`src/hw/rtl/ascii_decimal_to_fixed_top_assert.svh`:
```
// Assertion macros for the ASCII decimal to fixed-point converter.
// Used by ascii_decimal_to_fixed_top; depends on nothing else.
`ifndef ASCII_DECIMAL_TO_FIXED_TOP_ASSERT_SVH
`define ASCII_DECIMAL_TO_FIXED_TOP_ASSERT_SVH

`ifndef SYNTH

// Same-cycle implication, checked out of reset
`define ADF_ASSERT_IMP(lbl, clk, rst_n, ante, cons, msg) \
	lbl: assert property (@(posedge clk) disable iff (!rst_n) (ante) |-> (cons)) \
		else $error(msg);

// Next-cycle implication, checked out of reset
`define ADF_ASSERT_NXT(lbl, clk, rst_n, ante, cons, msg) \
	lbl: assert property (@(posedge clk) disable iff (!rst_n) (ante) |=> (cons)) \
		else $error(msg);

`else

`define ADF_ASSERT_IMP(lbl, clk, rst_n, ante, cons, msg)
`define ADF_ASSERT_NXT(lbl, clk, rst_n, ante, cons, msg)

`endif

`endif

```
`src/hw/rtl/adf_pkg.sv`:
```
// Shared constants, types and functions of the ASCII decimal to fixed-point converter.
// No dependencies; used by the interfaces, controller, datapath and top level.
`default_nettype none

package adf_pkg;

	// Number format
	localparam int FRAC_BITS       = 16;
	localparam int MAX_FRAC_DIGITS = 9;

	// Field and accumulator widths
	localparam int CHAR_W = 8;
	localparam int INT_W  = 31;
	localparam int FRAC_W = 30;
	localparam int FCNT_W = 4;
	localparam int OUT_W  = 48;
	localparam int ST_W   = 2;
	localparam int MAG_W  = INT_W + FRAC_BITS;
	localparam int WIDE_W = (MAG_W > OUT_W) ? MAG_W : OUT_W;
	localparam int STEP_W = (FRAC_BITS > 1) ? $clog2(FRAC_BITS) : 1;

	localparam logic [INT_W-1:0]  INT_MAX_MAG = '1;
	localparam logic [OUT_W-2:0]  OUT_MAX_MAG = '1;
	localparam logic [FCNT_W-1:0] FRAC_CNT_MAX = FCNT_W'(MAX_FRAC_DIGITS);
	localparam logic [STEP_W-1:0] STEP_LAST = STEP_W'(FRAC_BITS - 1);

	// Status codes
	localparam logic [ST_W-1:0] ST_OK       = 2'd0;
	localparam logic [ST_W-1:0] ST_BAD_CHAR = 2'd1;
	localparam logic [ST_W-1:0] ST_INT_SAT  = 2'd2;
	localparam logic [ST_W-1:0] ST_FRAC_OVF = 2'd3;

	// Character codes
	localparam logic [CHAR_W-1:0] CH_PLUS  = 8'h2B;
	localparam logic [CHAR_W-1:0] CH_MINUS = 8'h2D;
	localparam logic [CHAR_W-1:0] CH_POINT = 8'h2E;
	localparam logic [CHAR_W-1:0] CH_ZERO  = 8'h30;
	localparam logic [CHAR_W-1:0] CH_NINE  = 8'h39;

	// Commands from controller to datapath
	typedef struct packed {
		logic take_char;
		logic div_init;
		logic div_step;
		logic sum;
		logic load_out;
	} adf_cmd_t;

	// Power of ten for a fraction digit count; counts above nine clamp
	function automatic logic [FRAC_W-1:0] pow10(input logic [FCNT_W-1:0] cnt);
		logic [FRAC_W-1:0] p;
		unique case (cnt)
			4'd0:    p = 30'd1;
			4'd1:    p = 30'd10;
			4'd2:    p = 30'd100;
			4'd3:    p = 30'd1000;
			4'd4:    p = 30'd10000;
			4'd5:    p = 30'd100000;
			4'd6:    p = 30'd1000000;
			4'd7:    p = 30'd10000000;
			4'd8:    p = 30'd100000000;
			default: p = 30'd1000000000;
		endcase
		return p;
	endfunction

endpackage

`default_nettype wire

```
`src/hw/rtl/adf_ctrl.sv`:
```
// Controller: sequences character intake, fraction division, sum and result hand-off.
// Depends on adf_pkg.
`default_nettype none

module adf_ctrl import adf_pkg::*; (
	input  wire logic     clk,
	input  wire logic     arst_n,
	input  wire logic     in_valid,
	input  wire logic     in_is_last,
	output logic          in_ready,
	output logic          out_valid,
	input  wire logic     out_ready,
	output adf_cmd_t      cmd
);

	typedef enum logic [2:0] {
		S_ACC,
		S_INIT,
		S_DIV,
		S_SUM,
		S_OUT
	} state_t;

	state_t            state_q;
	logic              ready_q;
	logic              out_valid_q;
	logic [STEP_W-1:0] step_q;
	logic              accept;

	assign accept = in_valid && ready_q;

	// Decode datapath commands
	always_comb begin
		cmd.take_char = accept;
		cmd.div_init  = (state_q == S_INIT);
		cmd.div_step  = (state_q == S_DIV);
		cmd.sum       = (state_q == S_SUM);
		cmd.load_out  = (state_q == S_OUT) && (!out_valid_q || out_ready);
	end

	// Hold state, step counter and handshake flags
	always_ff @(posedge clk or negedge arst_n) begin
		if (!arst_n) begin
			state_q     <= S_ACC;
			ready_q     <= 1'b1;
			out_valid_q <= 1'b0;
			step_q      <= '0;
		end else begin
			// Raise the result flag on load, drop it once the item is taken
			if (cmd.load_out)
				out_valid_q <= 1'b1;
			else if (out_ready)
				out_valid_q <= 1'b0;
			unique case (state_q)
				S_ACC: begin
					if (accept && in_is_last) begin
						ready_q <= 1'b0;
						state_q <= S_INIT;
					end
				end
				S_INIT: begin
					step_q  <= STEP_LAST;
					state_q <= S_DIV;
				end
				S_DIV: begin
					step_q <= step_q - 1'b1;
					if (step_q == '0)
						state_q <= S_SUM;
				end
				S_SUM: begin
					state_q <= S_OUT;
				end
				S_OUT: begin
					if (!out_valid_q || out_ready) begin
						ready_q <= 1'b1;
						state_q <= S_ACC;
					end
				end
				default: begin
					state_q <= S_ACC;
					ready_q <= 1'b1;
				end
			endcase
		end
	end

	assign in_ready  = ready_q;
	assign out_valid = out_valid_q;

endmodule

`default_nettype wire

```
`config.mk`:
```
export PLATFORM = sky130hd
export DESIGN_NAME = adf_ctrl
export DESIGN_NICKNAME = d
export VERILOG_FILES = /design/src/hw/rtl/ascii_decimal_to_fixed_top_assert.svh /design/src/hw/rtl/adf_pkg.sv /design/src/hw/rtl/adf_ctrl.sv
export SDC_FILE = /design/constraint.sdc
export NUM_CORES = 1
export LEC_CHECK = 0
export BUFFER_PORTS_ARGS = -buffer_cell sky130_fd_sc_hd__buf_2
export CORE_AREA = 8 8 45 47
export CTS_BUF_LIST = sky130_fd_sc_hd__clkbuf_4 sky130_fd_sc_hd__clkbuf_8
export DETAILED_ROUTE_END_ITERATION = 12
export DIE_AREA = 0 0 53 55
export PLACE_DENSITY = 0.57
export RECOVER_POWER = 50
export SYNTH_ARGS = -nofsm -noshare
export SYNTH_HDL_FRONTEND = slang
export SYNTH_SLANG_ARGS = --single-unit
```
`constraint.sdc`:
```
create_clock -name clk -period 3.2 [get_ports clk]
set_clock_uncertainty 0.15 [all_clocks]
set_input_delay 0.32 -clock clk [delete_from_list [all_inputs] [get_ports clk]]
set_output_delay 0.32 -clock clk [all_outputs]
set_load 0.01 [all_outputs]
```
Word-level counts from Yosys, hierarchy flattened
Cells that the tools add are included.
Word-level totals
  flip-flop bits (word level): 9
  logic and storage cells: 35
Cells by class
  add/sub/neg operators: 1
  eq/ne operators: 7
  multiplexer cells: 10
  bitwise operators: 1
  reduce and logical (&&, ||, !) cells: 12
Operators by type and width (number)
  $pmux 3 s5: 1
  $mux 3: 3
  $pmux 4 s2: 1
  $eq 3x2->1 const B: 2
  $reduce_and 3->1: 2
  $logic_not 4->1: 1
  $mux 1: 4
  $ne 2x1->1 const B: 2
  $reduce_bool 2->1: 2
  $sub 4x1->4 const B: 1
  $eq 3x1->1 const B: 1
  $eq 3x3->1 const B: 1
  $logic_and 1x1->1: 3
  $logic_not 3->1: 1
  $pmux 1 s3: 1
  $reduce_or 3->1: 1
  $ne 2x2->1 const B: 1
  $logic_not 1->1: 1
  $logic_or 1x1->1: 1
  $not 1->1: 1

Depth between registers and ports, before layout
Gate-level depths: netlist of the first run.
  word-level depth: 4
  gate-level depth with buffers: 4
  mapped depth without buffers: 4

Worst setup path after synthesis of the first run
No wires, ideal clock.
  kind: register -> register
  from: register state_q[2]
  to: register step_q[1]
  data arrival time: 1.137 ns
  slack: 1.840 ns
  stages on the path, launching flop included: 4
  buffers on the path: 0
  clock period less this slack: 1.360 ns
  path through: dfrtp_1 nor3b_4 or2_4 a2bb2oi_2
RTL lines
  from (decl): line adf_ctrl.sv:24  | state_t state_q;
  from (signal assigned): line adf_ctrl.sv:44  | state_q <= S_ACC;
  from (signal assigned): line adf_ctrl.sv:58  | state_q <= S_INIT;
  from (signal assigned): line adf_ctrl.sv:63  | state_q <= S_DIV;
  to (signal assigned): line adf_ctrl.sv:66  | step_q <= step_q - 1'b1;
  to (decl): line adf_ctrl.sv:27  | logic [STEP_W-1:0] step_q;

==> flow_summary.toml, run 1 <==
[placed_design]
port_buffers = 11
dp_slack_ns = 1.670
dp_cells = 66
gp_congestion = 0.6717
hpwl_um = 646.1

[cells_and_area]
layout-drive-gt1-share_pct = 34.55
n_antenna_cell = 0
instances_no_fill = 71
final_common_cell = "buf_2"
nNetsFinal = 62
final_cell_mix = "buf_2 (10), dfrtp_1 (8), clkbuf_4 (4)"
area_delta_synth_final_pct = 23.74

[synthesis]
yosys-top-cells-area = "dfrtp_1 (45%), dfstp_2 (5.9%), a211oi_1 (5.0%)"
synth_top_area_cell = "dfrtp_1"
synth_top_area_share_pct = 44.69
ys_seq_area_share_pct = 50.56
syn_inst = 40
synth_nets = 46
ys_warn_count = 0
yosysUniqueCellTypes = 23
netlist_area_um2 = 447.9
syn_avg_cell_area_um2 = 11.20
synth_seq_cells = 9

[floorplan]
dieArea_mm2 = 0.002915
ios = 12
design.core.area_mm2 = 0.001384
die_h_um = 55
start_util_pct = 32.37
row_count = 14
die-width_um = 53

[route]
via_per_inst = 4.944
first_pass_iters = 1
remaining_drc_errors = 0
wire_per_inst_um = 11.77
drtIter0Drc = 0
via_count = 351
route.antenna.remaining_nets = 0
finalWirelength_um = 836

[critical_path]
startpoint_type = "flop"
critPathMaxFanout = 9
required_ns = 2.73
crit_type = "reg2out"
crit_arrival_ns = 1.33
end_kind = "output pin"

[pwr]
irDropWorstVdd_uv = 506.2
power_density_mw_per_mm2 = 764.1
p_leak_nw = 0.2719

[clock_network]
h-tree-depth = 1
cts_root_buf = "clkbuf_4"
cts_sinks = 9
cts_resized = 0
cts_tree = "built"
cts.clk_slew.worst_paths_ns = 0.06
clk_latency_ns = 0.25
cts_setup_buffers = 0
clk_path_buf_depth = 2
numCtsBuffers = 3

[grt]
antenna_found_initial = 0
track_usage_pct = 6.498
grt_pass1_wl_um = 1359
grt_max_degree = 10
grt.overflow.total = 0
grt_pass1_vias = 330

[timing]
setup_viol = 0
tns_ns = 0
tightestPinTransition_ns = 0.4992
clock.fmax_mhz = 555.2
finalHoldViolations = 0
hold_slack_ns = 0.2234
slew_violations = 0
min_period_over_period_pct = 56.29
post-route-worst-setup-slack_ns = 1.399
layout_min_cycle_time_ns = 1.801
rsz0062_at_grt = "no"
slew_headroom_pct = 66.72

[flow_run]
cap_violations = 0

[status]
outcome = "completed"

[min_path]
worstHoldPathType = "in2reg"
layout make-up:
| class | instances | area [µm²] |
|---|---|---|
| Tap cell | 16 | 20.02 |
| Timing Repair Buffer | 12 | 63.81 |
| Clock buffer | 4 | 30.03 |
| Fill cell | 143 | 829.5 |
| Inverter | 2 | 7.507 |
| Multi-Input combinational cell | 28 | 206.4 |
| Sequential cell | 9 | 226.5 |
cell usage after synthesis, drive strengths merged:
| master | count |
|---|---|
| a21oi | 3 |
| o21bai | 1 |
| and3b | 1 |
| nand3 | 1 |
| or2 | 1 |
| inv | 2 |
| nor3 | 2 |
| nand4b | 1 |
| nand2 | 2 |
| dfrtp | 8 |
| buf | 1 |
| a2bb2oi | 1 |
| a211oi | 3 |
| and3 | 1 |
| and2 | 1 |
| dfstp | 1 |
| nand2b | 1 |
| nand4bb | 1 |
| nor2 | 3 |
| ha | 1 |
| nor3b | 2 |
| a31oi | 2 |
cells by family after synthesis:
| logic type | after synthesis | share of synthesized area, % |
|---|---|---|
| simple gates | 17 | 27.10 |
| compound gates | 10 | 16.20 |
| flops | 9 | 50.56 |
| buf+inv | 3 | 3.353 |
| fa+ha+maj | 1 | 2.793 |
critical path, cell delays in order (launching register included):
cell and delay (ns):
dfrtp_1 0.46, nor3b_4 0.41, buf_2 0.21
layer usage:
layer / vias up / part of all wire, % / track usage [%]
met2: 14 / 42 / 9.375
met3: 0 / 16 / 5.615
li1: 177 / - / -
met5: - / 0 / 0
met1: 160 / 42 / 7.143
met4: 0 / 0 / 1.293
repair_timing:
item,in CTS,in global routing
endpoints found under the hold margin,9,0
setup endpoints to repair,0,0
hold buffers,1,0
final timing paths:
kind                       startpoint          to  slack (ns)  cells after the start
setup / recovery           state_q[2]      cmd[2]        1.40                      2
hold / removal             in_is_last  state_q[0]        0.22                      3
setup reg to reg           state_q[2]   step_q[1]        1.81                      3
hold reg to reg             step_q[0]   step_q[0]        0.35                      1
max in group asynchronous      arst_n    in_ready        2.15                      2
min in group asynchronous      arst_n   out_valid        0.39                      2
state kept, by name (all words and copies together), names as in the netlist:
signal,cells
state_q,3
in_ready,1
step_q,4
out_valid,1
metrics by stage:
stage	power, mW	util (%)	instance area [µm²]
after floorplan	0.2967	-	447.9
after CTS	0.4334	40.14	555.5
final	0.4236	40.05	554.3
after detailed placement	0.3342	37.25	515.5
after global placement	0.3305	37.25	515.5
after global routing	0.4596	40.05	554.3
power by group:
part           total [mW]  switching (mW)  leakage [nW]  internal (mW)
clock network      0.0938          0.0374        0.0184         0.0564
logic               0.142          0.0659         0.147         0.0765
registers           0.187          0.0374         0.107          0.150
total               0.424           0.141         0.272          0.283
No activity file was read; power rests on OpenSTA's default activity.
==> inputs of run 2 (changes only) <==
clock period = 1.8 ns   (was 3.2 ns; I/O delays follow)
==> flow_summary.toml, run 2 (synthesized netlist as in run 1, its figures left out) <==
[timing]
min_period_over_period_pct = 92.34
tns_ns = 0
layout_min_cycle_time_ns = 1.662
post-route-worst-setup-slack_ns = 0.1379
clock.fmax_mhz = 601.7
finalHoldViolations = 0
setup_viol = 0
slew_headroom_pct = 66.94
slew_violations = 0
rsz0062_at_grt = "no"
tightestPinTransition_ns = 0.4959

[cells_and_area]
layout-drive-gt1-share_pct = 32.73
final_cell_area_um2 = 553.0
reg_top3 = "step_q: 4 flops, state_q: 3 flops"
instances_no_fill = 71
area_delta_synth_final_pct = 23.46
final_common_cell = "buf_2"
n_antenna_cell = 0
largest_reg_flops = 4
top_register = "step_q"
nNetsFinal = 62
final_cell_mix = "buf_2 (9), dfrtp_1 (8), clkbuf_4 (4)"

[floorplan]
start_util_pct = 32.37
dieArea_mm2 = 0.002915
die_h_um = 55
die-width_um = 53
ios = 12
design.core.area_mm2 = 0.001384
row_count = 14

[route]
wl_met3_um = 98
drtIter0Drc = 4
remaining_drc_errors = 0
route.antenna.remaining_nets = 0
wire_per_inst_um = 11.79
drt-met1-wl_um = 394
finalWirelength_um = 837
via_count = 354
wl_met2_um = 336
routed.top_layer = "met4"
via_per_inst = 4.986
first_pass_iters = 4

[clock_network]
cts.clk_slew.worst_paths_ns = 0.06
clk_path_buf_depth = 2
cts_sinks = 9
numCtsBuffers = 3
cts_tree = "built"
cts_resized = 0
clk_latency_ns = 0.25
cts_root_buf = "clkbuf_4"
h-tree-depth = 1

[placed_design]
placed_area_um2 = 515.5
hpwl_um = 665.2
dp_slack_ns = 0.4020
gp_congestion = 0.7130
port_buffers = 11
dp_cells = 66

[critical_path]
reg2reg_depth = 3
crit_arrival_ns = 1.33
crit_type = "reg2out"
startpoint_type = "flop"
required_ns = 1.47
end_kind = "output pin"
critPathMaxFanout = 9

[min_path]
hold_depth = 3
worstHoldPathType = "in2reg"

[pwr]
p_leak_nw = 0.2675
power_density_mw_per_mm2 = 1356
irDropWorstVdd_uv = 689.2

[grt]
grt_pass1_vias = 329
track_usage_pct = 7.155
grt_max_degree = 10
grt.overflow.total = 0
grt_pass1_wl_um = 1449
antenna_found_initial = 0

[flow_run]
cap_violations = 0

[status]
outcome = "completed"
[run 2: cell types whose count changed in the layout (fill, tap and decap cells not counted), sizes merged]
cell | before | now
clkbuf | 5 | 6
buf | 10 | 9
[run 2: area by class of cell]
type | count | area [µm²]
clock buffers | 4 | 30.03
fillers | 151 | 830.8
inverters | 2 | 7.507
multi-input cells | 28 | 206.4
flip-flops and latches | 9 | 226.5
well taps | 16 | 20.02
repair buffers | 12 | 62.56
[run 2: critical path, stage by stage, from the launching register on]
cell and delay (ns):
dfrtp_1 0.46, nor3b_4 0.41, buf_2 0.21
[run 2: per-stage QoR]
stage	power [mW]	utilization (%)	hold slack (ns)
global route	0.8193	39.96	0.08247
floorplan	0.5274	-	-0.2656
finish	0.7498	39.96	0.08993
CTS	0.7669	40.14	0.08511
detailed placement	0.5932	37.25	-0.1077
global placement	0.5901	37.25	-0.1074
[run 2: path summary, 6_finish.rpt]
path                             from         end  slack, ns
max reg2reg                state_q[2]   step_q[1]       0.40
min in group asynchronous      arst_n   out_valid       0.25
max in group asynchronous      arst_n    in_ready       0.90
min reg2reg                 step_q[3]   step_q[3]       0.35
min                        in_is_last  state_q[0]       0.09
max                        state_q[2]      cmd[2]       0.14
[run 2: timing repair]
action,4_1_cts,5_1_grt
buffers inserted,0,0
hold endpoints to repair,9,0
endpoints found under the setup margin,0,0
hold buffers,1,0
[run 2: report_power, final]
group	switching (mW)	leakage [nW]	internal, mW
Clock	0.0644	0.0184	0.100
Combinational	0.116	0.142	0.135
Sequential	0.0677	0.107	0.267
[run 2: routing by layer]
layer / up-vias / global-route usage (%)
met5: - / 0
met4: 0 / 6.466
met3: 2 / 4.011
met2: 11 / 9.375
met1: 165 / 8.062
li1: 176 / -
==> inputs of run 3 (changes only) <==
MAX_ROUTING_LAYER = met4   (was not set)
SLEW_MARGIN = 30   (was not set)
==> flow_summary.toml, run 3 (synthesized netlist as in run 1, its figures left out) <==
[clock_network]
cts_tree = "built"
cts_sinks = 9
h-tree-depth = 1
clk_latency_ns = 0.25
cts.clk_slew.worst_paths_ns = 0.06
cts_setup_buffers = 0
cts_root_buf = "clkbuf_4"
clk_path_buf_depth = 2
numCtsBuffers = 3

[floorplan]
ios = 12
row_count = 14
design.core.area_mm2 = 0.001384
die-width_um = 53
dieArea_mm2 = 0.002915
start_util_pct = 32.37
die_h_um = 55

[route]
via_per_inst = 4.930
finalWirelength_um = 843
drtIter0Drc = 4
remaining_drc_errors = 0
route.antenna.remaining_nets = 0
first_pass_iters = 4
via_count = 350
wire_per_inst_um = 11.87

[critical_path]
path_cells = "nor3b_4, buf_2"
required_ns = 1.47
crit_arrival_ns = 1.33
slowest_stage = "dfrtp_1"
slowest_delay_ns = 0.46
startpoint_type = "flop"
crit_type = "reg2out"
critPathMaxFanout = 9
end_kind = "output pin"

[flow_run]
cap_violations = 0

[cells_and_area]
nNetsFinal = 62
final_cell_mix = "buf_2 (9), dfrtp_1 (8), clkbuf_4 (4)"
largest_reg_flops = 4
layout-drive-gt1-share_pct = 32.73
top_register = "step_q"
final_common_cell = "buf_2"
area_delta_synth_final_pct = 23.46
n_antenna_cell = 0
fill_cells = 151
reg_top3 = "step_q: 4 flops, state_q: 3 flops"

[placed_design]
hpwl_um = 665.2
port_buffers = 11
gp_congestion = 0.7212

[pwr]
irDropWorstVdd_uv = 686.7
power_mw = 0.7500
power_density_mw_per_mm2 = 1356
combinationalPowerShare_pct = 33.4
swShare_pct = 33.07
seqPwrFrac_pct = 44.5
p_int_mw = 0.5020
switching_power_mw = 0.2480
p_leak_nw = 0.2675
pwr-share-clk_pct = 22.0

[timing]
slew_headroom_pct = 67.02
layout_min_cycle_time_ns = 1.658
tightestPinTransition_ns = 0.4946
min_period_over_period_pct = 92.13
clock.fmax_mhz = 603.0
rsz0062_at_grt = "no"
finalHoldViolations = 0
tns_ns = 0
slew_violations = 0
setup_viol = 0

[grt]
grt_pass1_wl_um = 1442
grt_max_degree = 10
antenna_found_initial = 0
grt_pass1_vias = 329
grt.overflow.total = 0
track_usage_pct = 7.374

[min_path]
worstHoldPathType = "in2reg"

[status]
outcome = "completed"
-- run 3: cell counts in the layout (fill, tap and decap cells not counted) --
Identical to the previous run, type by type.
-- run 3: through the flow --
stage	utilization [%]	worst slack [ns]	hold WS [ns]	cells	cell area, µm²
floorplan	-	0.4405	-0.2656	40	447.9
global placement	37.25	0.4226	-0.1074	66	515.5
detailed placement	37.25	0.4020	-0.1077	66	515.5
CTS	40.14	0.1165	0.08511	71	555.5
global route	39.96	0.03000	0.08246	71	553.0
finish	39.96	0.1417	0.09757	71	553.0
-- run 3: layout make-up --
type	count	area [µm²]	share of cell area (%)
clock buffer	4	30.03	5.430
sequential	9	226.5	40.95
timing repair buffer	12	62.56	11.31
inverter	2	7.507	1.357
tap	16	20.02	3.620
multi-input combinational	28	206.4	37.33
-- run 3: worst max-delay path, delay by kind of cell (launching register included) --
family,cells,cell delay [ns]
DFF,1,0.46
buffers and inverters,1,0.21
and+or+nand+nor,1,0.40
-- run 3: power groups by stage --
stage | Combinational, mW | Clock (mW) | Sequential [mW]
floorplan | 0.203 | 0 | 0.324
global placement | 0.253 | 0 | 0.337
detailed placement | 0.255 | 0 | 0.338
CTS | 0.257 | 0.174 | 0.335
global route | 0.286 | 0.188 | 0.344
finish | 0.251 | 0.165 | 0.334
-- run 3: layer usage --
| metal | wire, µm | part of all wire, % | vias to the layer above | track usage, % |
|---|---|---|---|---|
| met4 | 8 | 0.95 | 0 | 6.466 |
| li1 | - | - | 177 | - |
| met1 | 397 | 47 | 160 | 8.062 |
| met5 | 0 | 0 | - | - |
| met3 | 96 | 11 | 2 | 4.011 |
| met2 | 339 | 40 | 11 | 9.375 |
-- run 3: final timing paths --
path / depth (start not counted) / end / slack (ns) / from
worst max-delay path: 2 / cmd[2] / 0.14 / state_q[2]
worst max register to register: 3 / step_q[1] / 0.40 / state_q[2]
worst min register to register: 1 / step_q[3] / 0.35 / step_q[3]
worst min-delay path: 3 / state_q[0] / 0.1 / in_is_last
max in group asynchronous: 2 / in_ready / 0.90 / arst_n
min in group asynchronous: 2 / out_valid / 0.25 / arst_n
-- run 3: repair_timing --
action	4_1_cts	5_1_grt
resized for setup	0	0
hold buffers	1	0
hold endpoints to repair	9	0
