==> config.mk <==
export PLATFORM = sky130hd
export DESIGN_NAME = adf_datapath
export DESIGN_NICKNAME = d
export VERILOG_FILES = /design/src/hw/rtl/ascii_decimal_to_fixed_top_assert.svh /design/src/hw/rtl/adf_pkg.sv /design/src/hw/rtl/adf_datapath.sv
export SDC_FILE = /design/constraint.sdc
export NUM_CORES = 1
export LEC_CHECK = 0
export BUFFER_PORTS_ARGS = -buffer_cell sky130_fd_sc_hd__buf_2
export CORE_UTILIZATION = 55
export CTS_CLUSTER_DIAMETER = 150
export DETAILED_ROUTE_END_ITERATION = 10
export PLACE_DENSITY = 0.68
export SYNTH_ARGS = -nofsm -noshare
export SYNTH_HDL_FRONTEND = slang
export SYNTH_SLANG_ARGS = --single-unit
==> constraint.sdc <==
create_clock -name clk -period 10.5 [get_ports clk]
set_input_delay 2.1 -clock clk [delete_from_list [all_inputs] [get_ports clk]]
set_output_delay 2.1 -clock clk [all_outputs]
set_load 0.02 [all_outputs]
==> src/hw/rtl/ascii_decimal_to_fixed_top_assert.svh <==
// Assertion macros for the ASCII decimal to fixed-point converter.
// Used by ascii_decimal_to_fixed_top; depends on nothing else.
`ifndef ASCII_DECIMAL_TO_FIXED_TOP_ASSERT_SVH
`define ASCII_DECIMAL_TO_FIXED_TOP_ASSERT_SVH

`ifndef SYNTH

// Same-cycle implication, checked out of reset
`define ADF_ASSERT_IMP(lbl, clk, rst_n, ante, cons, msg) \
	lbl: assert property (@(posedge clk) disable iff (!rst_n) (ante) |-> (cons)) \
		else $error(msg);

// Next-cycle implication, checked out of reset
`define ADF_ASSERT_NXT(lbl, clk, rst_n, ante, cons, msg) \
	lbl: assert property (@(posedge clk) disable iff (!rst_n) (ante) |=> (cons)) \
		else $error(msg);

`else

`define ADF_ASSERT_IMP(lbl, clk, rst_n, ante, cons, msg)
`define ADF_ASSERT_NXT(lbl, clk, rst_n, ante, cons, msg)

`endif

`endif

==> src/hw/rtl/adf_pkg.sv <==
// Shared constants, types and functions of the ASCII decimal to fixed-point converter.
// No dependencies; used by the interfaces, controller, datapath and top level.
`default_nettype none

package adf_pkg;

	// Number format
	localparam int FRAC_BITS       = 16;
	localparam int MAX_FRAC_DIGITS = 9;

	// Field and accumulator widths
	localparam int CHAR_W = 8;
	localparam int INT_W  = 31;
	localparam int FRAC_W = 30;
	localparam int FCNT_W = 4;
	localparam int OUT_W  = 48;
	localparam int ST_W   = 2;
	localparam int MAG_W  = INT_W + FRAC_BITS;
	localparam int WIDE_W = (MAG_W > OUT_W) ? MAG_W : OUT_W;
	localparam int STEP_W = (FRAC_BITS > 1) ? $clog2(FRAC_BITS) : 1;

	localparam logic [INT_W-1:0]  INT_MAX_MAG = '1;
	localparam logic [OUT_W-2:0]  OUT_MAX_MAG = '1;
	localparam logic [FCNT_W-1:0] FRAC_CNT_MAX = FCNT_W'(MAX_FRAC_DIGITS);
	localparam logic [STEP_W-1:0] STEP_LAST = STEP_W'(FRAC_BITS - 1);

	// Status codes
	localparam logic [ST_W-1:0] ST_OK       = 2'd0;
	localparam logic [ST_W-1:0] ST_BAD_CHAR = 2'd1;
	localparam logic [ST_W-1:0] ST_INT_SAT  = 2'd2;
	localparam logic [ST_W-1:0] ST_FRAC_OVF = 2'd3;

	// Character codes
	localparam logic [CHAR_W-1:0] CH_PLUS  = 8'h2B;
	localparam logic [CHAR_W-1:0] CH_MINUS = 8'h2D;
	localparam logic [CHAR_W-1:0] CH_POINT = 8'h2E;
	localparam logic [CHAR_W-1:0] CH_ZERO  = 8'h30;
	localparam logic [CHAR_W-1:0] CH_NINE  = 8'h39;

	// Commands from controller to datapath
	typedef struct packed {
		logic take_char;
		logic div_init;
		logic div_step;
		logic sum;
		logic load_out;
	} adf_cmd_t;

	// Power of ten for a fraction digit count; counts above nine clamp
	function automatic logic [FRAC_W-1:0] pow10(input logic [FCNT_W-1:0] cnt);
		logic [FRAC_W-1:0] p;
		unique case (cnt)
			4'd0:    p = 30'd1;
			4'd1:    p = 30'd10;
			4'd2:    p = 30'd100;
			4'd3:    p = 30'd1000;
			4'd4:    p = 30'd10000;
			4'd5:    p = 30'd100000;
			4'd6:    p = 30'd1000000;
			4'd7:    p = 30'd10000000;
			4'd8:    p = 30'd100000000;
			default: p = 30'd1000000000;
		endcase
		return p;
	endfunction

endpackage

`default_nettype wire

==> src/hw/rtl/adf_datapath.sv <==
// Datapath: character accumulators, restoring divider for the fraction and result register.
// Depends on adf_pkg; driven by adf_ctrl commands.
`default_nettype none

module adf_datapath import adf_pkg::*; (
	input  wire logic              clk,
	input  wire logic              arst_n,
	input  wire adf_cmd_t          cmd,
	input  wire logic [CHAR_W-1:0] char_code,
	output logic signed [OUT_W-1:0] value,
	output logic [ST_W-1:0]        status
);

	// Accumulated string state
	logic [INT_W-1:0]  int_q;
	logic [FRAC_W-1:0] frac_q;
	logic [FCNT_W-1:0] fcnt_q;
	logic              point_q;
	logic              neg_q;
	logic              first_q;
	logic [ST_W-1:0]   err_q;

	// Divider and result registers
	logic [FRAC_W-1:0]    rem_q;
	logic [FRAC_W-1:0]    div_q;
	logic [FRAC_BITS-1:0] quo_q;
	logic [OUT_W-2:0]     mag_q;
	logic [OUT_W-1:0]     value_q;
	logic [ST_W-1:0]      status_q;

	logic              is_digit;
	logic              is_sign;
	logic [3:0]        digit;
	logic [INT_W+3:0]  int_next;
	logic              int_sat;
	logic [FRAC_W+3:0] frac_next;
	logic [FRAC_W:0]   rem_dbl;
	logic              rem_ge;
	logic [WIDE_W-1:0] mag_wide;
	logic              mag_sat;
	logic [OUT_W-1:0]  mag_ext;

	// Classify the character and form the next accumulator values
	always_comb begin
		is_digit  = (char_code >= CH_ZERO) && (char_code <= CH_NINE);
		is_sign   = (char_code == CH_PLUS) || (char_code == CH_MINUS);
		digit     = 4'(char_code - CH_ZERO);
		int_next  = ((INT_W+4)'(int_q) << 3) + ((INT_W+4)'(int_q) << 1) + (INT_W+4)'(digit);
		int_sat   = int_next > (INT_W+4)'(INT_MAX_MAG);
		frac_next = ((FRAC_W+4)'(frac_q) << 3) + ((FRAC_W+4)'(frac_q) << 1)
			+ (FRAC_W+4)'(digit);
	end

	// One restoring division step
	always_comb begin
		rem_dbl = {rem_q, 1'b0};
		rem_ge  = rem_dbl >= {1'b0, div_q};
	end

	// Join integer and fraction, clamp to the output range
	always_comb begin
		mag_wide = WIDE_W'({int_q, quo_q});
		mag_sat  = mag_wide > WIDE_W'(OUT_MAX_MAG);
		mag_ext  = {1'b0, mag_q};
	end

	// Accumulate characters; clear once the result is loaded into the output register
	always_ff @(posedge clk or negedge arst_n) begin
		if (!arst_n) begin
			int_q   <= '0;
			frac_q  <= '0;
			fcnt_q  <= '0;
			point_q <= 1'b0;
			neg_q   <= 1'b0;
			first_q <= 1'b1;
			err_q   <= ST_OK;
		end else if (cmd.load_out) begin
			int_q   <= '0;
			frac_q  <= '0;
			fcnt_q  <= '0;
			point_q <= 1'b0;
			neg_q   <= 1'b0;
			first_q <= 1'b1;
			err_q   <= ST_OK;
		end else if (cmd.take_char) begin
			first_q <= 1'b0;
			if (first_q && is_sign) begin
				neg_q <= (char_code == CH_MINUS);
			end else if (is_digit) begin
				if (!point_q) begin
					if (int_sat) begin
						int_q <= INT_MAX_MAG;
						if (err_q == ST_OK)
							err_q <= ST_INT_SAT;
					end else begin
						int_q <= int_next[INT_W-1:0];
					end
				end else if (fcnt_q < FRAC_CNT_MAX) begin
					frac_q <= frac_next[FRAC_W-1:0];
					fcnt_q <= fcnt_q + 1'b1;
				end else if (err_q == ST_OK) begin
					err_q <= ST_FRAC_OVF;
				end
			end else if (char_code == CH_POINT && !point_q) begin
				point_q <= 1'b1;
			end else if (err_q == ST_OK) begin
				err_q <= ST_BAD_CHAR;
			end
		end else if (cmd.sum && mag_sat && err_q == ST_OK) begin
			err_q <= ST_INT_SAT;
		end
	end

	// Divide the fraction digits by ten to the digit count, one quotient bit a cycle
	always_ff @(posedge clk) begin
		if (cmd.div_init) begin
			rem_q <= frac_q;
			div_q <= pow10(fcnt_q);
			quo_q <= '0;
		end else if (cmd.div_step) begin
			if (rem_ge)
				rem_q <= FRAC_W'(rem_dbl - {1'b0, div_q});
			else
				rem_q <= rem_dbl[FRAC_W-1:0];
			quo_q <= {quo_q[FRAC_BITS-2:0], rem_ge};
		end
	end

	// Form the magnitude, then apply the sign into the output register
	always_ff @(posedge clk) begin
		if (cmd.sum)
			mag_q <= mag_sat ? OUT_MAX_MAG : mag_wide[OUT_W-2:0];
		if (cmd.load_out) begin
			value_q  <= neg_q ? (OUT_W'(0) - mag_ext) : mag_ext;
			status_q <= err_q;
		end
	end

	assign value  = $signed(value_q);
	assign status = status_q;

endmodule

`default_nettype wire

---- Yosys cells after proc, flatten, opt, wreduce, memory -nomap -nowiden ----
Memory sizes are Yosys's and may differ from the RTL's. A register that Yosys moved wholly into a read port is not among the register bits.
Cells that the tools add are included.
cells by class
  $add $sub $neg .......................... 8
  order comparisons ....................... 5
  eq/ne operators ......................... 9
  multiplexer cells ....................... 43
  reductions and logical operators ........ 19
operator list
  operator                                                                 number
  30-bit two-way mux                                                       9
  31-bit two-way mux                                                       6
  1-bit by 47-bit subtractor with 48-bit output (first input constant)     1
  47-bit two-way mux                                                       1
  34-bit by 32-bit adder with 35-bit output                                1
  35-bit by 4-bit adder with 35-bit output                                 1
  35-bit by 31-bit > comparator with 1-bit output (second input constant)  1
  31-bit by 30-bit >= comparator with 1-bit output                         1
  30-bit adder                                                             1
  30-bit by 4-bit adder with 30-bit output                                 1
  30-bit subtractor                                                        1
  8-bit by 6-bit == test with 1-bit output (second input constant)         3
  4-bit two-way mux                                                        6
  2-bit two-way mux                                                        11
  2-bit nonzero test                                                       8
  1-bit two-way mux                                                        10
  8-bit by 6-bit >= comparator with 1-bit output (second input constant)   1
  8-bit by 6-bit <= comparator with 1-bit output (second input constant)   1
  4-bit AND reduction                                                      2
  2-bit inequality test (second input constant)                            3
  6-bit AND reduction                                                      1
  5-bit AND reduction                                                      1
  4-bit by 1-bit adder with 4-bit output (second input constant)           1
  4-bit less-than comparator (second input constant)                       1
  other kinds (9)                                                          11
word-level totals
  bits in registers ....................... 213
  memory bits (read-only) ................. 480
  output and inout port bits .............. 50
  memories kept ........................... 1
memory list
  memory            depth  bits a word  read ports  clocked after Yosys merged registers in  write ports  line           source
  (name not given)  16     30           1           1                                        0            adf_pkg.sv:52  unique case (cnt)

---- Logic depth before layout (Yosys ltp) ----
Gate-level depths: netlist (run 1).
  depth after elaboration ................. 9
  mapped depth ............................ 14

---- Least setup slack after synthesis (run 1) ----
OpenSTA, ideal clock, no wires.
  path type ............................... input-to-reg
  start ................................... in char_code[3]
  end ..................................... reg int_q[17]
  setup time .............................. 0.147 ns
  arrival time ............................ 5.039 ns
  path slack .............................. 5.314 ns
  stages on the path ...................... 14
  path buffers ............................ 1
  path through ............................ inv_1 fa_1 inv_1 ha_1 nand3_1 a21oi_1 a211o_1 a31o_2 a41oi_1 o31ai_1 mux2_2 nor3_2 buf_2 a311oi_1
between the ends
  word-level cells in the longest chain between the ends .. 9
  elaborated cells on any way between the ends .. 19
  classes of those cells .................. add/sub: 2; order compare: 3; eq/ne: 3; mux: 6; reduce/logical: 5
RTL lines
  item                                             line                source
  from (decl)                                      adf_datapath.sv:9   input wire logic [CHAR_W-1:0] char_code,
  4-bit by 1-bit subtractor with 4-bit output      adf_datapath.sv:47  digit = 4'(char_code - CH_ZERO);
  35-bit by 4-bit adder with 35-bit output         adf_datapath.sv:48  int_next = ((INT_W+4)'(int_q) << 3) + ((INT_W+4)'(int_q) << 1) + (INT_W+4)'(digit);
  35-bit by 31-bit > comparator with 1-bit output  adf_datapath.sv:49  int_sat = int_next > (INT_W+4)'(INT_MAX_MAG);
  31-bit two-way mux                               adf_datapath.sv:91  if (int_sat) begin
  31-bit two-way mux                               adf_datapath.sv:90  if (!point_q) begin
  31-bit two-way mux                               adf_datapath.sv:89  end else if (is_digit) begin
  31-bit two-way mux                               adf_datapath.sv:87  if (first_q && is_sign) begin
  31-bit two-way mux                               adf_datapath.sv:85  end else if (cmd.take_char) begin
  31-bit two-way mux                               adf_datapath.sv:77  end else if (cmd.load_out) begin
  to (signal assigned)                             adf_datapath.sv:96  int_q <= int_next[INT_W-1:0];
  to (decl)                                        adf_datapath.sv:15  logic [INT_W-1:0] int_q;
Several ways; a longest one is shown, not always the timed one. The select of a mux whose other input is x is not followed.
A chain may end at the register's enable or synchronous reset.

---- Worst setup path after layout (run 1) ----
  start ................................... in char_code[3]
  end ..................................... reg int_q[19]
Same word-level chain as after synthesis.

==> report_table.html, run 1 <==
<table>
<tr><th>Metric</th><th>Value</th></tr>
<tr><th colspan="2">Clocking</th></tr>
<tr><td>Cts-stage hold buffer count</td><td>0</td></tr>
<tr><td>Post-CTS setup buffer count</td><td>0</td></tr>
<tr><td>Max Root-Sink Buffers</td><td>3</td></tr>
<tr><td>Clock sink count</td><td>236</td></tr>
<tr><td>Number of resized instances in the post-cts repair step</td><td>0</td></tr>
<tr><td>H-tree lvl count</td><td>1</td></tr>
<tr><td>CTS root buf</td><td>sky130_fd_sc_hd__clkbuf_16</td></tr>
<tr><td>CTS buffer count</td><td>27</td></tr>
<tr><td>TritonCTS clock tree</td><td>done</td></tr>
<tr><td>Clk_lat worst skew</td><td>0.54 ns</td></tr>
<tr><td>Register clock-pin slew on the reported worst setup and hold paths</td><td>about 0.06 ns</td></tr>
<tr><th colspan="2">Routing</th></tr>
<tr><td>Wire length per cell</td><td>~17 µm</td></tr>
<tr><td>Drt drc</td><td>0</td></tr>
<tr><td>DR pass1 iterations</td><td>5</td></tr>
<tr><td>Number of nets with antenna violations after routing</td><td>0</td></tr>
<tr><td>Initial DRC count</td><td>roughly 890</td></tr>
<tr><td>Vias after detailed routing</td><td>approximately 11000</td></tr>
<tr><td>Ratio of routed vias to standard cells</td><td>6.01</td></tr>
<tr><td>Wirelength, routed</td><td>between 30 and 40 mm</td></tr>
<tr><th colspan="2">STA</th></tr>
<tr><td>Smallest hold slack</td><td>0.448 ns</td></tr>
<tr><td>Fin Clk Skew</td><td>just over 0.01 ns</td></tr>
<tr><td>Final worst-path cycle share</td><td>around half</td></tr>
<tr><td>Final count of hold timing violations</td><td>0</td></tr>
<tr><td>Worst Tran Pin Value</td><td>~1.0 ns</td></tr>
<tr><td>RSZ-0062 raised after global routing</td><td>false</td></tr>
<tr><td>Final setup fails</td><td>0</td></tr>
<tr><td>Final Critical Period</td><td>between 5 and 6 ns</td></tr>
<tr><td>Normalized max-slew margin</td><td>around 30%</td></tr>
<tr><td>Number of pins exceeding their max-slew limit in the final report</td><td>0</td></tr>
<tr><td>Upper clock frequency limit</td><td>between 0.15 and 0.2 GHz</td></tr>
<tr><td>Setup TNS</td><td>0 ns</td></tr>
<tr><th colspan="2">Pwr</th></tr>
<tr><td>Static power due to leakage</td><td>7.34 nW</td></tr>
<tr><td>Power density normalized to cell area</td><td>about 180 mW/mm²</td></tr>
<tr><td>Sequential share of power</td><td>between 30 and 40%</td></tr>
<tr><td>Design Power</td><td>roughly 3.0 mW</td></tr>
<tr><td>Maximum VDD drop</td><td>between 0.0001 and 0.00015 V</td></tr>
<tr><td>Clock network fraction of design power</td><td>32.3%</td></tr>
<tr><td>Internal Dissipation</td><td>a little over 2 mW</td></tr>
<tr><td>Proportion of power drawn by combinational gates</td><td>29.1%</td></tr>
<tr><td>Switching share of total power</td><td>~31%</td></tr>
<tr><td>Switching component of the power</td><td>~0.93 mW</td></tr>
<tr><th colspan="2">Yosys</th></tr>
<tr><td>Fraction of the yosys area taken by sequential cells</td><td>43.4%</td></tr>
<tr><td>Warning count from the yosys run</td><td>0</td></tr>
<tr><td>Instance count of the mapped netlist</td><td>1468</td></tr>
<tr><td>Net count of the mapped netlist</td><td>1642</td></tr>
<tr><td>Number of flip-flops and latches in the synthesized netlist</td><td>236</td></tr>
<tr><td>Post-Syn Area per Cell</td><td>10.3 µm²</td></tr>
<tr><td>Post-synthesis instance area</td><td>0.0151 mm²</td></tr>
<tr><td>Post-synth ARST share</td><td>just under 30%</td></tr>
<tr><td>Primary flip-flop cell chosen by synthesis mapping</td><td>sky130_fd_sc_hd__edfxtp_1</td></tr>
<tr><td>Number of different library cells in the post-synthesis netlist</td><td>70</td></tr>
<tr><td>Number of enable-type register cells in the synthesized netlist</td><td>150</td></tr>
<tr><th colspan="2">Floorplanning</th></tr>
<tr><td>Starting density of the core</td><td>approximately 56%</td></tr>
<tr><td>DIE WIDTH</td><td>approximately 170 µm</td></tr>
<tr><td>Die ar.</td><td>0.0282 mm²</td></tr>
<tr><td>Placeable core area</td><td>roughly 0.027 mm²</td></tr>
<tr><td>I/O pin cnt</td><td>65</td></tr>
<tr><td>Std-Cell Rows</td><td>60</td></tr>
<tr><td>Die Y-Extent</td><td>between 150 and 200 µm</td></tr>
<tr><th colspan="2">Final layout</th></tr>
<tr><td>Most frequent cells in the layout</td><td>sky130_fd_sc_hd__ha_1, sky130_fd_sc_hd__edfxtp_1, sky130_fd_sc_hd__nand2_1, sky130_fd_sc_hd__a21oi_1, sky130_fd_sc_hd__nor2_1</td></tr>
<tr><td>P&amp;R area growth vs syn</td><td>10.4%</td></tr>
<tr><td>NumNets Final</td><td>1694</td></tr>
<tr><td>Final antenna diode count</td><td>0</td></tr>
<tr><td>Final design area excluding fillers</td><td>0.0167 mm²</td></tr>
<tr><td>Layout cell share with drive strength beyond 1</td><td>between 10 and 15%</td></tr>
<tr><td>Most frequent standard cell in the layout excluding fill and tap cells</td><td>sky130_fd_sc_hd__ha_1</td></tr>
<tr><td>Number of filler cells placed in the layout</td><td>~2200</td></tr>
<tr><th colspan="2">GRT</th></tr>
<tr><td>Overflow left after global routing</td><td>0</td></tr>
<tr><td>First-pass GRT wire length</td><td>roughly 54 mm</td></tr>
<tr><td>Pin count of the biggest net entering global routing</td><td>a little over 70</td></tr>
<tr><td>Number of antenna violations at the first check in global routing</td><td>2</td></tr>
<tr><td>Via count of the first global-routing pass</td><td>~11000</td></tr>
<tr><td>Global-route usage over all layers</td><td>between 20% and 30%</td></tr>
<tr><th colspan="2">Flow run</th></tr>
<tr><td>Count of maximum capacitance violations</td><td>0</td></tr>
<tr><th colspan="2">Outcome</th></tr>
<tr><td>Status</td><td>completed</td></tr>
<tr><th colspan="2">Critical path</th></tr>
<tr><td>CP top delay family</td><td>compound AO/OA/AOI/OAI gates</td></tr>
<tr><td>Startpoint of the most critical setup path</td><td>char_code[3]</td></tr>
<tr><td>Crit path arrival time</td><td>5.75 ns</td></tr>
<tr><td>Worst path cell trace</td><td>buf_2 &gt; inv_1 &gt; fa_1 &gt; inv_1 &gt; ha_1 &gt; a21oi_1 &gt; a21oi_1 &gt; a211o_1 &gt; a31o_2 &gt; a41oi_1 &gt; o31ai_1 &gt; mux2_2 &gt; nor3_4 &gt; buf_4 &gt; a311oi_1</td></tr>
<tr><td>Data required, critical path</td><td>approximately 11 ns</td></tr>
<tr><td>Maximum fanout count along the critical path</td><td>28</td></tr>
<tr><td>CP Buf/Inv Count</td><td>4</td></tr>
<tr><td>Start of the worst register-to-register path</td><td>int_q[0]$_DFFE_PN0P_</td></tr>
<tr><td>WS Path Type</td><td>input pin to flip-flop</td></tr>
<tr><td>Critical-path cell with the highest stage delay</td><td>sky130_fd_sc_hd__fa_1</td></tr>
<tr><td>Critical Path Sink Type</td><td>flip-flop</td></tr>
<tr><td>Startpoint class of the critical path</td><td>input pin</td></tr>
<tr><td>Largest stage delay on the critical path</td><td>roughly 0.59 ns</td></tr>
<tr><th colspan="2">Min path</th></tr>
<tr><td>Worst min path class</td><td>flip-flop to flip-flop</td></tr>
<tr><td>Launch point of the worst hold path</td><td>mag_q[0]$_DFFE_PP_</td></tr>
<tr><th colspan="2">Place</th></tr>
<tr><td>Final HPWL from detailed placement</td><td>around 24 mm</td></tr>
<tr><td>Routability congestion estimate</td><td>~0.90</td></tr>
<tr><td>Post-place instance area</td><td>0.0158 mm²</td></tr>
<tr><td>Input/output buffers</td><td>64</td></tr>
</table>
==> cells in the mapped netlist, types with 4 or more instances <==
cell type                  instances  share of area [%]
sky130_fd_sc_hd__ha_1            154                 13
sky130_fd_sc_hd__edfxtp_1        150                 30
sky130_fd_sc_hd__a21oi_1         123                4.1
sky130_fd_sc_hd__nand2_1         122                3.0
sky130_fd_sc_hd__nor2_1          108                2.7
sky130_fd_sc_hd__xnor2_1          83                4.8
sky130_fd_sc_hd__o21ai_0          77                2.5
sky130_fd_sc_hd__inv_1            71                1.8
sky130_fd_sc_hd__dfrtp_1          69                 11
sky130_fd_sc_hd__clkbuf_1         39               0.97
sky130_fd_sc_hd__a21o_1           36                1.8
sky130_fd_sc_hd__a311oi_1         35                2.0
sky130_fd_sc_hd__xor2_1           34                2.0
sky130_fd_sc_hd__mux2_2           23                1.7
sky130_fd_sc_hd__mux2i_1          21                1.4
sky130_fd_sc_hd__nand3_1          19               0.63
sky130_fd_sc_hd__o31ai_1          18               0.89
sky130_fd_sc_hd__nor3_1           17               0.56
sky130_fd_sc_hd__dfxtp_1          16                2.1
sky130_fd_sc_hd__a211oi_1         14               0.69
sky130_fd_sc_hd__nand4_1          14               0.58
sky130_fd_sc_hd__o21a_1           14               0.69
sky130_fd_sc_hd__a31oi_1          13               0.54
sky130_fd_sc_hd__and3_1           13               0.54
sky130_fd_sc_hd__nor2b_1          11               0.45
sky130_fd_sc_hd__o211ai_1         11               0.55
sky130_fd_sc_hd__o21bai_1         11               0.55
sky130_fd_sc_hd__or2_2            11               0.45
sky130_fd_sc_hd__or3_1            10               0.41
sky130_fd_sc_hd__or4_1            10               0.50
sky130_fd_sc_hd__nand2b_1          9               0.37
sky130_fd_sc_hd__o41ai_1           9               0.52
sky130_fd_sc_hd__nor4_1            8               0.33
sky130_fd_sc_hd__and4_1            7               0.40
sky130_fd_sc_hd__nand3b_1          7               0.35
sky130_fd_sc_hd__o31a_1            7               0.40
sky130_fd_sc_hd__buf_1             6               0.15
sky130_fd_sc_hd__a211o_1           5               0.29
sky130_fd_sc_hd__fa_1              5               0.66
sky130_fd_sc_hd__nor3b_1           5               0.25
sky130_fd_sc_hd__a221o_1           4               0.26
sky130_fd_sc_hd__buf_2             4               0.13
==> power by group through the flow <==
| stage | Combinational, mW | Clock (mW) | Sequential [mW] |
|---|---|---|---|
| after global routing | 0.984 | 1.02 | 1.17 |
| after global placement | 0.850 | 0 | 1.17 |
| after CTS | 0.867 | 0.985 | 1.16 |
| final | 0.871 | 0.966 | 1.16 |
| after detailed placement | 0.862 | 0 | 1.17 |
| after floorplan | 0.677 | 0 | 1.17 |
==> metrics by stage <==
stage,setup WS [ns],instances,util [%]
after floorplan,5.31,1468,-
after global placement,4.74,1832,58.6
after detailed placement,4.62,1832,58.6
after CTS,5.18,1882,62.0
after global routing,4.91,1882,62.0
final,5.13,1882,62.0
==> sequential cells by signal, indices dropped and copies added (netlist names) <==
signal and cells:
div_q 23, err_q 2, fcnt_q 4, first_q 1, frac_q 30, int_q 31
mag_q 47, neg_q 1, point_q 1, quo_q 16, rem_q 30, status 2
value 48
==> per-layer routing <==
metal  track usage [%]  share of wire, %
met1              33.9                49
met2              37.9                46
met3              2.54               4.4
met4              4.99               1.2
met5                 0                 0
==> final cells by class <==
type                       count  area (µm²)  share of cell area [%]
clock buffer                  38         807                    4.83
multi-input combinational   1112        8130                    48.6
tap                          341         427                    2.55
inverter                      71         267                    1.59
timing repair buffer          72         385                    2.30
sequential                   236        6580                    39.3
clock inverter                12         126                   0.756
==> kinds of logic after synthesis <==
group / after synthesis / share of synthesized area (%)
AND/OR/NAND/NOR: 389 / 12.9
multiplexers: 44 / 3.10
AO/OA/AOI/OAI: 403 / 17.4
buffers and inverters: 120 / 3.01
adder cells (fa/ha/maj): 159 / 13.4
flip-flops: 236 / 43.4
XOR/XNOR: 117 / 6.77
==> final timing paths <==
kind / slack, ns / end / depth (start not counted)
setup / recovery: 5.13 / int_q[19]$_DFFE_PN0P_ / 15
hold / removal: 0.45 / value[0]$_DFFE_PP_ / 0
setup reg to reg: 6.31 / int_q[19]$_DFFE_PN0P_ / 14
hold reg to reg: 0.45 / value[0]$_DFFE_PP_ / 0
max in group asynchronous: 8.15 / int_q[15]$_DFFE_PN0P_ / 1
min in group asynchronous: 1.71 / fcnt_q[3]$_DFFE_PN0P_ / 1
No activity file was read; power rests on OpenSTA's default activity.
==> run 2: changes to the inputs <==
--- a/config.mk
+++ b/config.mk
@@ -5,6 +5,7 @@
 export SDC_FILE = /design/constraint.sdc
 export NUM_CORES = 1
 export LEC_CHECK = 0
+export ABC_AREA = 1
 export BUFFER_PORTS_ARGS = -buffer_cell sky130_fd_sc_hd__buf_2
 export CORE_UTILIZATION = 55
 export CTS_CLUSTER_DIAMETER = 150
==> constraint.sdc (replaced) <==
create_clock -name clk -period 5 [get_ports clk]
set_input_delay 1 -clock clk [delete_from_list [all_inputs] [get_ports clk]]
set_output_delay 1 -clock clk [all_outputs]
set_load 0.02 [all_outputs]
==> run 2 against run 1 <==
Effect of this change:
- the flow now finishes with violations (DRC)
- critical path depth is 4 lower
- worst setup slack worse by 3.5 ns
- largest power group is now combinational logic
- final area is 8.4% higher
- synthesized area is 9.1% higher
- first-iteration DRC count is 37% higher
- sequential share of layout area is 3.1 points lower
- count of clock-buffer cells in the layout stayed put
- power grew to 2.5 times the previous value
- critical path type is now flip-flop to flip-flop
- synthesized cell count is 41% higher
==> report_table.html, run 2 <==
<table>
<tr><th>Metric</th><th>Value</th></tr>
<tr><th colspan="2">Yosys</th></tr>
<tr><td>Area share of the largest cell type after synthesis</td><td>27.3% (-2.5 points)</td></tr>
<tr><td>Post-synthesis instance area</td><td>0.0165 mm² (+9.1%)</td></tr>
<tr><td>Ranking of synthesized cells by area</td><td>sky130_fd_sc_hd__edfxtp_1, sky130_fd_sc_hd__nand2_1, sky130_fd_sc_hd__ha_1, sky130_fd_sc_hd__dfrtp_1, sky130_fd_sc_hd__inv_1</td></tr>
<tr><td>Number of enable-type register cells in the synthesized netlist</td><td>150 (unchanged)</td></tr>
<tr><td>Instance count of the mapped netlist</td><td>2076 (+41%)</td></tr>
<tr><td>Leading cell type by number of instances after synthesis</td><td>sky130_fd_sc_hd__nand2_1</td></tr>
<tr><td>Post-synth ARST share</td><td>29.7% (unchanged)</td></tr>
<tr><td>Post-Syn Area per Cell</td><td>7.96 µm² (-23%)</td></tr>
<tr><td>Warning count from the yosys run</td><td>0 (unchanged)</td></tr>
<tr><td>Cell taking the most area after synthesis</td><td>sky130_fd_sc_hd__edfxtp_1</td></tr>
<tr><td>Commonest cells in the netlist</td><td>sky130_fd_sc_hd__nand2_1, sky130_fd_sc_hd__inv_1, sky130_fd_sc_hd__nor2_1</td></tr>
<tr><td>Number of different library cells in the post-synthesis netlist</td><td>55 (-21%)</td></tr>
<tr><td>Number of flip-flops and latches in the synthesized netlist</td><td>236 (unchanged)</td></tr>
<tr><td>Fraction of the yosys area taken by sequential cells</td><td>39.8% (-3.6 points)</td></tr>
<tr><td>Net count of the mapped netlist</td><td>2250 (+37%)</td></tr>
<tr><td>Primary flip-flop cell chosen by synthesis mapping</td><td>sky130_fd_sc_hd__edfxtp_1</td></tr>
<tr><th colspan="2">Place</th></tr>
<tr><td>Input/output buffers</td><td>64 (unchanged)</td></tr>
<tr><td>Final HPWL from detailed placement</td><td>33.5 mm (+42%)</td></tr>
<tr><td>Routability congestion estimate</td><td>0.939 (+3.9%)</td></tr>
<tr><td>Post-place instance area</td><td>0.0172 mm² (+9.0%)</td></tr>
<tr><th colspan="2">Min path</th></tr>
<tr><td>Hold Crit Depth</td><td>0 (unchanged)</td></tr>
<tr><td>Worst min path class</td><td>flip-flop to flip-flop</td></tr>
<tr><th colspan="2">GRT</th></tr>
<tr><td>Number of antenna violations at the first check in global routing</td><td>0 (-2)</td></tr>
<tr><td>Global-route usage over all layers</td><td>28.1% (+4.7 points)</td></tr>
<tr><td>Overflow left after global routing</td><td>0 (unchanged)</td></tr>
<tr><td>Pin count of the biggest net entering global routing</td><td>71 (unchanged)</td></tr>
<tr><td>First-pass GRT wire length</td><td>68.9 mm (+28%)</td></tr>
<tr><td>Via count of the first global-routing pass</td><td>13300 (+23%)</td></tr>
<tr><th colspan="2">Critical path</th></tr>
<tr><td>Largest stage delay on the critical path</td><td>0.46 ns (-0.13 ns)</td></tr>
<tr><td>Startpoint class of the critical path</td><td>flip-flop</td></tr>
<tr><td>CP Buf/Inv Count</td><td>2 (-2)</td></tr>
<tr><td>Worst path cell trace</td><td>inv_1 &gt; ha_1 &gt; nand2_1 &gt; o21ai_0 &gt; nand2_1 &gt; o211ai_1 &gt; a21oi_2 &gt; nand3_2 &gt; buf_4 &gt; o211ai_1 &gt; nand2_1</td></tr>
<tr><td>Maximum fanout count along the critical path</td><td>35 (+25%)</td></tr>
<tr><td>CP top delay family</td><td>compound AO/OA/AOI/OAI gates</td></tr>
<tr><td>Cell depth of the worst setup path</td><td>11 (-4)</td></tr>
<tr><td>Data required, critical path</td><td>5.29 ns (-5.59 ns)</td></tr>
<tr><td>Critical-path cell with the highest stage delay</td><td>sky130_fd_sc_hd__nand3_2</td></tr>
<tr><td>Crit path arrival time</td><td>3.61 ns (-2.14 ns)</td></tr>
<tr><td>Most frequent cell on the critical path</td><td>sky130_fd_sc_hd__nand2_1</td></tr>
<tr><td>Critical Path Sink Type</td><td>flip-flop</td></tr>
<tr><td>FF-to-FF path depth</td><td>11 (-3)</td></tr>
<tr><td>WS Path Type</td><td>flip-flop to flip-flop</td></tr>
<tr><th colspan="2">STA</th></tr>
<tr><td>Setup TNS</td><td>0 ns (unchanged)</td></tr>
<tr><td>Fin Clk Skew</td><td>0.0120 ns (+0.00185 ns)</td></tr>
<tr><td>Final count of hold timing violations</td><td>0 (unchanged)</td></tr>
<tr><td>RSZ-0062 raised after global routing</td><td>false</td></tr>
<tr><td>Final Critical Period</td><td>~3.3 ns</td></tr>
<tr><td>Worst Tran Pin Value</td><td>1.15 ns (+0.115 ns)</td></tr>
<tr><td>Number of pins exceeding their max-slew limit in the final report</td><td>0 (unchanged)</td></tr>
<tr><td>Upper clock frequency limit</td><td>between 0.3 and 0.4 GHz</td></tr>
<tr><td>Final setup fails</td><td>0 (unchanged)</td></tr>
<tr><td>Final worst-path cycle share</td><td>66.5%</td></tr>
<tr><td>Normalized max-slew margin</td><td>23.5% (-6.8 points)</td></tr>
<tr><th colspan="2">Pwr</th></tr>
<tr><td>Switching component of the power</td><td>2.92 mW (+210%)</td></tr>
<tr><td>Static power due to leakage</td><td>8.94 nW (+22%)</td></tr>
<tr><td>Internal Dissipation</td><td>4.65 mW (+130%)</td></tr>
<tr><td>Power density normalized to cell area</td><td>417 mW/mm² (+130%)</td></tr>
<tr><td>Clock network fraction of design power</td><td>26.6% (-5.7 points)</td></tr>
<tr><td>Maximum VDD drop</td><td>0.000293 V (+160%)</td></tr>
<tr><td>Sequential share of power</td><td>34.9% (-3.7 points)</td></tr>
<tr><td>Switching share of total power</td><td>38.6% (+7.4 points)</td></tr>
<tr><td>Proportion of power drawn by combinational gates</td><td>38.5% (+9.4 points)</td></tr>
<tr><th colspan="2">Clocking</th></tr>
<tr><td>Max Root-Sink Buffers</td><td>3 (unchanged)</td></tr>
<tr><td>Cts-stage hold buffer count</td><td>0 (unchanged)</td></tr>
<tr><td>H-tree lvl count</td><td>1 (unchanged)</td></tr>
<tr><td>Number of resized instances in the post-cts repair step</td><td>0 (unchanged)</td></tr>
<tr><td>Register clock-pin slew on the reported worst setup and hold paths</td><td>0.06 ns (about the same)</td></tr>
<tr><td>Post-CTS setup buffer count</td><td>0 (unchanged)</td></tr>
<tr><td>Clk_lat worst skew</td><td>0.55 ns (about the same)</td></tr>
<tr><td>Clock sink count</td><td>236 (unchanged)</td></tr>
<tr><td>TritonCTS clock tree</td><td>done</td></tr>
<tr><td>CTS buffer count</td><td>27 (unchanged)</td></tr>
<tr><td>CTS root buf</td><td>sky130_fd_sc_hd__clkbuf_16</td></tr>
<tr><th colspan="2">Final layout</th></tr>
<tr><td>Final antenna diode count</td><td>0 (unchanged)</td></tr>
<tr><td>Most frequent cells in the layout</td><td>sky130_fd_sc_hd__nand2_1, sky130_fd_sc_hd__inv_1, sky130_fd_sc_hd__nor2_1</td></tr>
<tr><td>Largest register FFs</td><td>48 (unchanged)</td></tr>
<tr><td>P&amp;R area growth vs syn</td><td>9.75%</td></tr>
<tr><td>Layout cell share with drive strength beyond 1</td><td>7.53% (-3.4 points)</td></tr>
<tr><td>Final design area excluding fillers</td><td>0.0181 mm² (+8.4%)</td></tr>
<tr><td>Most frequent standard cell in the layout excluding fill and tap cells</td><td>sky130_fd_sc_hd__nand2_1</td></tr>
<tr><td>NumNets Final</td><td>2317 (+37%)</td></tr>
<tr><th colspan="2">Floorplanning</th></tr>
<tr><td>Placeable core area</td><td>0.0296 mm² (+9.7%)</td></tr>
<tr><td>Die ar.</td><td>0.0307 mm² (+9.0%)</td></tr>
<tr><td>Die Y-Extent</td><td>175 µm (+4.4%)</td></tr>
<tr><td>I/O pin cnt</td><td>65 (unchanged)</td></tr>
<tr><td>DIE WIDTH</td><td>175 µm (+4.4%)</td></tr>
<tr><td>Std-Cell Rows</td><td>63 (+5.0%)</td></tr>
<tr><td>Starting density of the core</td><td>55.9% (-0.29 points)</td></tr>
<tr><th colspan="2">Routing</th></tr>
<tr><td>Drt drc</td><td>1 (+1)</td></tr>
<tr><td>Wire length per cell</td><td>16.7 µm (-2.7%)</td></tr>
<tr><td>Ratio of routed vias to standard cells</td><td>5.49 (-8.6%)</td></tr>
<tr><td>DR pass1 iterations</td><td>8 (+3)</td></tr>
<tr><td>Initial DRC count</td><td>1211 (+37%)</td></tr>
<tr><td>Vias after detailed routing</td><td>14000 (+24%)</td></tr>
<tr><td>Number of nets with antenna violations after routing</td><td>0 (unchanged)</td></tr>
<tr><td>Wirelength, routed</td><td>42.8 mm (+32%)</td></tr>
<tr><th colspan="2">Outcome</th></tr>
<tr><td>Violations in the final reports</td><td>DRC</td></tr>
<tr><td>Status</td><td>finished, violations left</td></tr>
<tr><th colspan="2">Flow run</th></tr>
<tr><td>Count of maximum capacitance violations</td><td>0 (unchanged)</td></tr>
</table>
## run 2: metal layers
metal / part of all wire [%] / GRT usage (%) / vias up / wire, µm
li1: - / - / 7047 / -
met1: 49 / 42.7 / 6544 / 21000
met2: 43 / 43.0 / 394 / 18400
met3: 6.6 / 3.59 / 43 / 2830
met4: 1.3 / 5.04 / 0 / 576
met5: 0 / 0 / - / 0
## run 2: cells by family (layout without fill, tap and decap cells)
kind of cell,Yosys count,count (layout),synth area share (%)
xor gates and xnor gates,96,96,5.09
adders and majority gates,159,159,12.3
DFF,236,236,39.8
buffers and inverters,303,391,7.21
AOI/OAI and AO/OA,311,311,11.0
and+or+nand+nor,971,971,24.6
## run 2: path summary, 6_finish.rpt
check                                        end  slack [ns]               startpoint
min in group asynchronous  int_q[25]$_DFFE_PN0P_        0.59                   arst_n
max reg2reg                  rem_q[11]$_DFFE_PP_        1.68  div_q[28]$_SDFFCE_PN0P_
max                          rem_q[11]$_DFFE_PP_        1.68  div_q[28]$_SDFFCE_PN0P_
max in group asynchronous  frac_q[5]$_DFFE_PN0P_        3.79                   arst_n
min reg2reg                  mag_q[12]$_DFFE_PP_        0.43   quo_q[12]$_SDFFE_PP0P_
min                          mag_q[12]$_DFFE_PP_        0.43   quo_q[12]$_SDFFE_PP0P_
## run 2: power by group through the flow
stage | logic, mW | registers [mW] | clock network, mW
2_1_floorplan | 2.19 | 2.61 | 0
5_1_grt | 3.29 | 2.67 | 2.11
4_1_cts | 2.88 | 2.64 | 2.04
6_report | 2.91 | 2.64 | 2.01
3_3_place_gp | 2.82 | 2.67 | 0
3_5_place_dp | 2.86 | 2.67 | 0
## run 2: final cells by class
type | instances | area, µm²
fillers | 2685 | 11400
multi-input cells | 1537 | 8760
flip-flops and latches | 236 | 6580
inverters | 269 | 1010
clock buffers | 38 | 757
well taps | 390 | 488
repair buffers | 72 | 383
clock inverters | 12 | 158
## run 2: through the flow
step	setup WS (ns)	hold slack [ns]	util, %	power [mW]	instances
after floorplan	1.68	0.408	-	4.80	2076
after global placement	1.25	0.412	58.2	5.49	2504
after detailed placement	1.15	0.416	58.2	5.53	2504
after CTS	1.73	0.432	61.3	7.55	2554
after global routing	1.47	0.440	61.3	8.07	2554
final	1.68	0.432	61.3	7.56	2554
## run 2: worst reg2reg max path: cells and delay by family, from the launching register on
kind | cells | cell delay (ns)
AO/OA/AOI/OAI | 4 | 0.83
adder cells (fa/ha/maj) | 1 | 0.39
buffers and inverters | 2 | 0.69
flip-flops | 1 | 0.35
AND/OR/NAND/NOR | 4 | 0.80
